## src/rtl/core/dclru_pkg.sv

```systemverilog
// Package: shared types and constants for the LRU write-back cache timing model.
`timescale 1ns / 1ps
package dclru_pkg;

	localparam int AddrW = 48;
	localparam int CfgW  = 16;

	typedef enum logic [0:0] {
		CFG_LINE_SHIFT   = 1'b0,
		CFG_MISS_PENALTY = 1'b1
	} cfg_idx_t;

	typedef struct packed {
		logic [AddrW-1:0] now_cycle;
		logic [AddrW-1:0] byte_addr;
		logic             is_store;
	} req_t;

	typedef struct packed {
		logic [AddrW-1:0] ready_cycle;
		logic             hit;
		logic             dirty_evict;
		logic [AddrW-1:0] victim_line;
	} resp_t;

	typedef enum logic [1:0] {
		ST_CLEAR,
		ST_IDLE,
		ST_READ,
		ST_UPDATE
	} state_t;

	// controller to datapath
	typedef struct packed {
		logic clr_en;
		logic capture;
		logic update;
	} ctl_t;

	// datapath to controller
	typedef struct packed {
		logic clr_last;
	} sts_t;

endpackage

```

## src/rtl/core/dclru_ctrl.sv

```systemverilog
// Controller: clearing pass after reset, then read / update per access.
`timescale 1ns / 1ps
module dclru_ctrl import dclru_pkg::*; (
	input  logic clk,
	input  logic arst_n,
	input  logic start,
	input  sts_t sts,
	output ctl_t ctl,
	output logic busy,
	output logic done
);
	state_t state_q, state_d;

	always_ff @(posedge clk or negedge arst_n) begin
		if (!arst_n) begin
			state_q <= ST_CLEAR;
		end else begin
			state_q <= state_d;
		end
	end

	always_comb begin
		state_d = state_q;
		case (state_q)
			ST_CLEAR:  if (sts.clr_last) state_d = ST_IDLE;
			ST_IDLE:   if (start) state_d = ST_READ;
			ST_READ:   state_d = ST_UPDATE;
			ST_UPDATE: state_d = ST_IDLE;
			default:   state_d = ST_CLEAR;
		endcase
	end

	always_comb begin
		ctl  = '0;
		busy = 1'b1;
		done = 1'b0;
		case (state_q)
			ST_CLEAR:  ctl.clr_en = 1'b1;
			ST_IDLE: begin
				busy        = 1'b0;
				ctl.capture = start;
			end
			ST_READ:   ;
			ST_UPDATE: begin
				ctl.update = 1'b1;
				done       = 1'b1;
			end
			default:   ;
		endcase
	end
endmodule

```

## config.mk

```make
export PLATFORM = sky130hd
export DESIGN_NAME = dclru_ctrl
export DESIGN_NICKNAME = d
export VERILOG_FILES = /design/src/rtl/core/dclru_pkg.sv /design/src/rtl/core/dclru_ctrl.sv
export SDC_FILE = /design/constraint.sdc
export NUM_CORES = 1
export LEC_CHECK = 0
export BUFFER_PORTS_ARGS = -buffer_cell sky130_fd_sc_hd__buf_2
export CORE_AREA = 2 2 39 41
export DETAILED_ROUTE_END_ITERATION = 8
export DIE_AREA = 0 0 41 43
export GPL_TIMING_DRIVEN = 0
export PLACE_DENSITY_LB_ADDON = 0.12
export SKIP_CTS_REPAIR_TIMING = 1
export SYNTH_ARGS = -nofsm -noshare
export SYNTH_HDL_FRONTEND = slang
export SYNTH_SLANG_ARGS = --single-unit
```

## constraint.sdc

```tcl
create_clock -name clk -period 1.2 [get_ports clk]
set_input_delay 0.24 -clock clk [delete_from_list [all_inputs] [get_ports clk]]
set_output_delay 0.24 -clock clk [all_outputs]
set_load 0.01 [all_outputs]
```

==> flow_metrics.env <==
export IMPL_status="complete, but fails checks"
export IMPL_violations="setup timing"
export IMPL_hold_violations=0
export IMPL_ir_drop_mv=0.706
export IMPL_avgViaCountPerCell=3.16
export IMPL_cts_sinks=2
export IMPL_min_path_type="input port to async pin"
export IMPL_drtIter0Drc=7
export IMPL_layoutNonFillerInstCount=45
export IMPL_drive_gt1_share_pct=75.9
export IMPL_ys_warn_count=0
export IMPL_nets=38
export IMPL_clk_latency_ns=0.22
export IMPL_wirelength_um=306
export IMPL_cp_data_required_time_ns=0.96
export IMPL_area_sequential_sq_um=51.3
export IMPL_avgSynthCellArea_sq_um=10.1
export IMPL_final_cell_mix="buf_2, clkbuf_4"
export IMPL_numCtsBuffers=3
export IMPL_clockBufferDepth=2
export IMPL_antenna_cells=0
export IMPL_drc=0
export IMPL_skew_ns=0.000686
export IMPL_dp_hpwl_um=239
export IMPL_wire_per_inst_um=6.80
export IMPL_dp_cells=40
export IMPL_regMostFlops="state_q"
export IMPL_netlist_instances=16
export IMPL_yosysTopAreaCell="dfrtp_1"
export IMPL_finalSetupTns_ns=-0.448
export IMPL_max_slew_margin_pct=91.1
export IMPL_start_util_pct=11.7
export IMPL_max_cap_violations=0
export IMPL_critPathKind="register to output pin"
export IMPL_io_pins=9
export IMPL_yosysSeqAreaShare_pct=31.0
export IMPL_die_h_um=43
export IMPL_worst_pin_slew_ns=0.132
export IMPL_finalSetupViolCount=6
export IMPL_mostFrequentLayoutCell="buf_2"
export IMPL_setup_ws_ns=-0.124
export IMPL_synthTopCellsByArea="dfrtp_1, ha_1, inv_1"
export IMPL_area_delta_synth_final_pct=77.5
export IMPL_fill_cells=162
export IMPL_fin_util_pct=20.7
export IMPL_io_buffers=8
export IMPL_end_kind="output pin"
export IMPL_rsz0062_at_grt="yes"
export IMPL_yosys_register_bits=2
export IMPL_cts_root_buf="clkbuf_4"
export IMPL_row_count=14
export IMPL_holdWs_ns=0.334
export IMPL_grt_pass1_vias=130
export IMPL_fin_crit_ns=1.32
export IMPL_finalCritPeriodShare_pct=110
export IMPL_reg_largest_list="state_q x2"
export IMPL_crit_path_max_fanout=3
export IMPL_grt_use_total_pct=4.61
export IMPL_tritoncts="done"
export IMPL_leakagePower_nw=0.144
export IMPL_gp_congestion=0.665
export IMPL_worst_ep_arrival_time_ns=1.08
export IMPL_postRouteAntennaNets=0
export IMPL_yosysTopAreaCellShare_pct=31.0
export IMPL_core_area_sq_um=1380
export IMPL_dieWidth_um=41
export IMPL_start_kind="register"
export IMPL_grt_first_pass_wirelength_um=469
export IMPL_path_clk_slew_ns=0.03
export IMPL_syn_nets=23
export IMPL_vias=142
export IMPL_netlist_area_sq_um=161
export IMPL_yosys_cell_types_count=9
export IMPL_largest_reg_flops=2
export IMPL_finalMaxSlewViolations=0
export IMPL_dr_pass1_iters=3
export IMPL_grt_overflow_total=0
export IMPL_grt_max_degree=5
export IMPL_multi_input_area_sq_um=106
export IMPL_pre_cts_ws_ns=-0.103
export IMPL_powerDensity_nw_per_um2=2540
export IMPL_antenna_found_initial=0
export IMPL_max_freq_mhz=755
export IMPL_cts_max_level=1
export IMPL_dieArea_sq_um=1760
[final cells by class]
type / count / area share [%]
clock buffer: 3 / 7.86
sequential: 2 / 17.9
timing repair buffer: 10 / 22.3
buffer: 1 / 2.62
multi-input combinational: 9 / 37.1
tap: 16 / 6.99
inverter: 4 / 5.24
[cell families after synthesis]
group | count (synthesis) | synth area share, %
fa+ha+maj | 3 | 23.3
mux | 1 | 9.30
buf+inv | 5 | 14.0
compound gates | 3 | 11.6
flops | 2 | 31.0
simple gates | 2 | 10.8
[metal layers]
layer	vias up	GRT usage (%)	wire length, um
met2	7	5.63	145
met5	-	0	0
met3	2	1.57	24
met4	0	8.00	14
li1	75	-	-
met1	58	4.15	121
[worst paths after layout]
kind	from	end	slack (ns)	cells after the start
min in group clk	sts	state_q[0]	0.33	3
worst max register to register	state_q[1]	state_q[1]	-0.11	5
worst max-delay path	state_q[1]	ctl[1]	-0.12	5
worst min register to register	state_q[0]	state_q[0]	0.59	2
worst min-delay path	arst_n	state_q[1]	0.33	2
max in group asynchronous	arst_n	state_q[0]	0.76	2
[Yosys cell counts, drive strengths merged]
library cell	n
inv	4
ha	3
dfrtp	2
o21ai	2
a21oi	1
buf	1
mux2	1
nor2	1
nor2b	1
[stage by stage]
stage / total power, mW / instance area [sq um]
floorplan: 0.390 / 164
global placement: 0.503 / 224
detailed placement: 0.499 / 224
CTS: 0.656 / 246
global route: 0.797 / 287
finish: 0.729 / 287
[worst max-delay path, stage by stage, from the launching register on]
cell and delay, ns:
dfrtp_1 0.40, inv_2 0.09, ha_4 0.15, inv_2 0.03, nor2_1 0.07, buf_2 0.13
[power by group]
part	internal, mW	leakage [nW]	switching (mW)
Sequential	0.104	0.0213	0.0388
Clock	0.110	0.0138	0.0372
Combinational	0.256	0.108	0.183
Total	0.469	0.144	0.259
(Power assumes the default switching activity.)
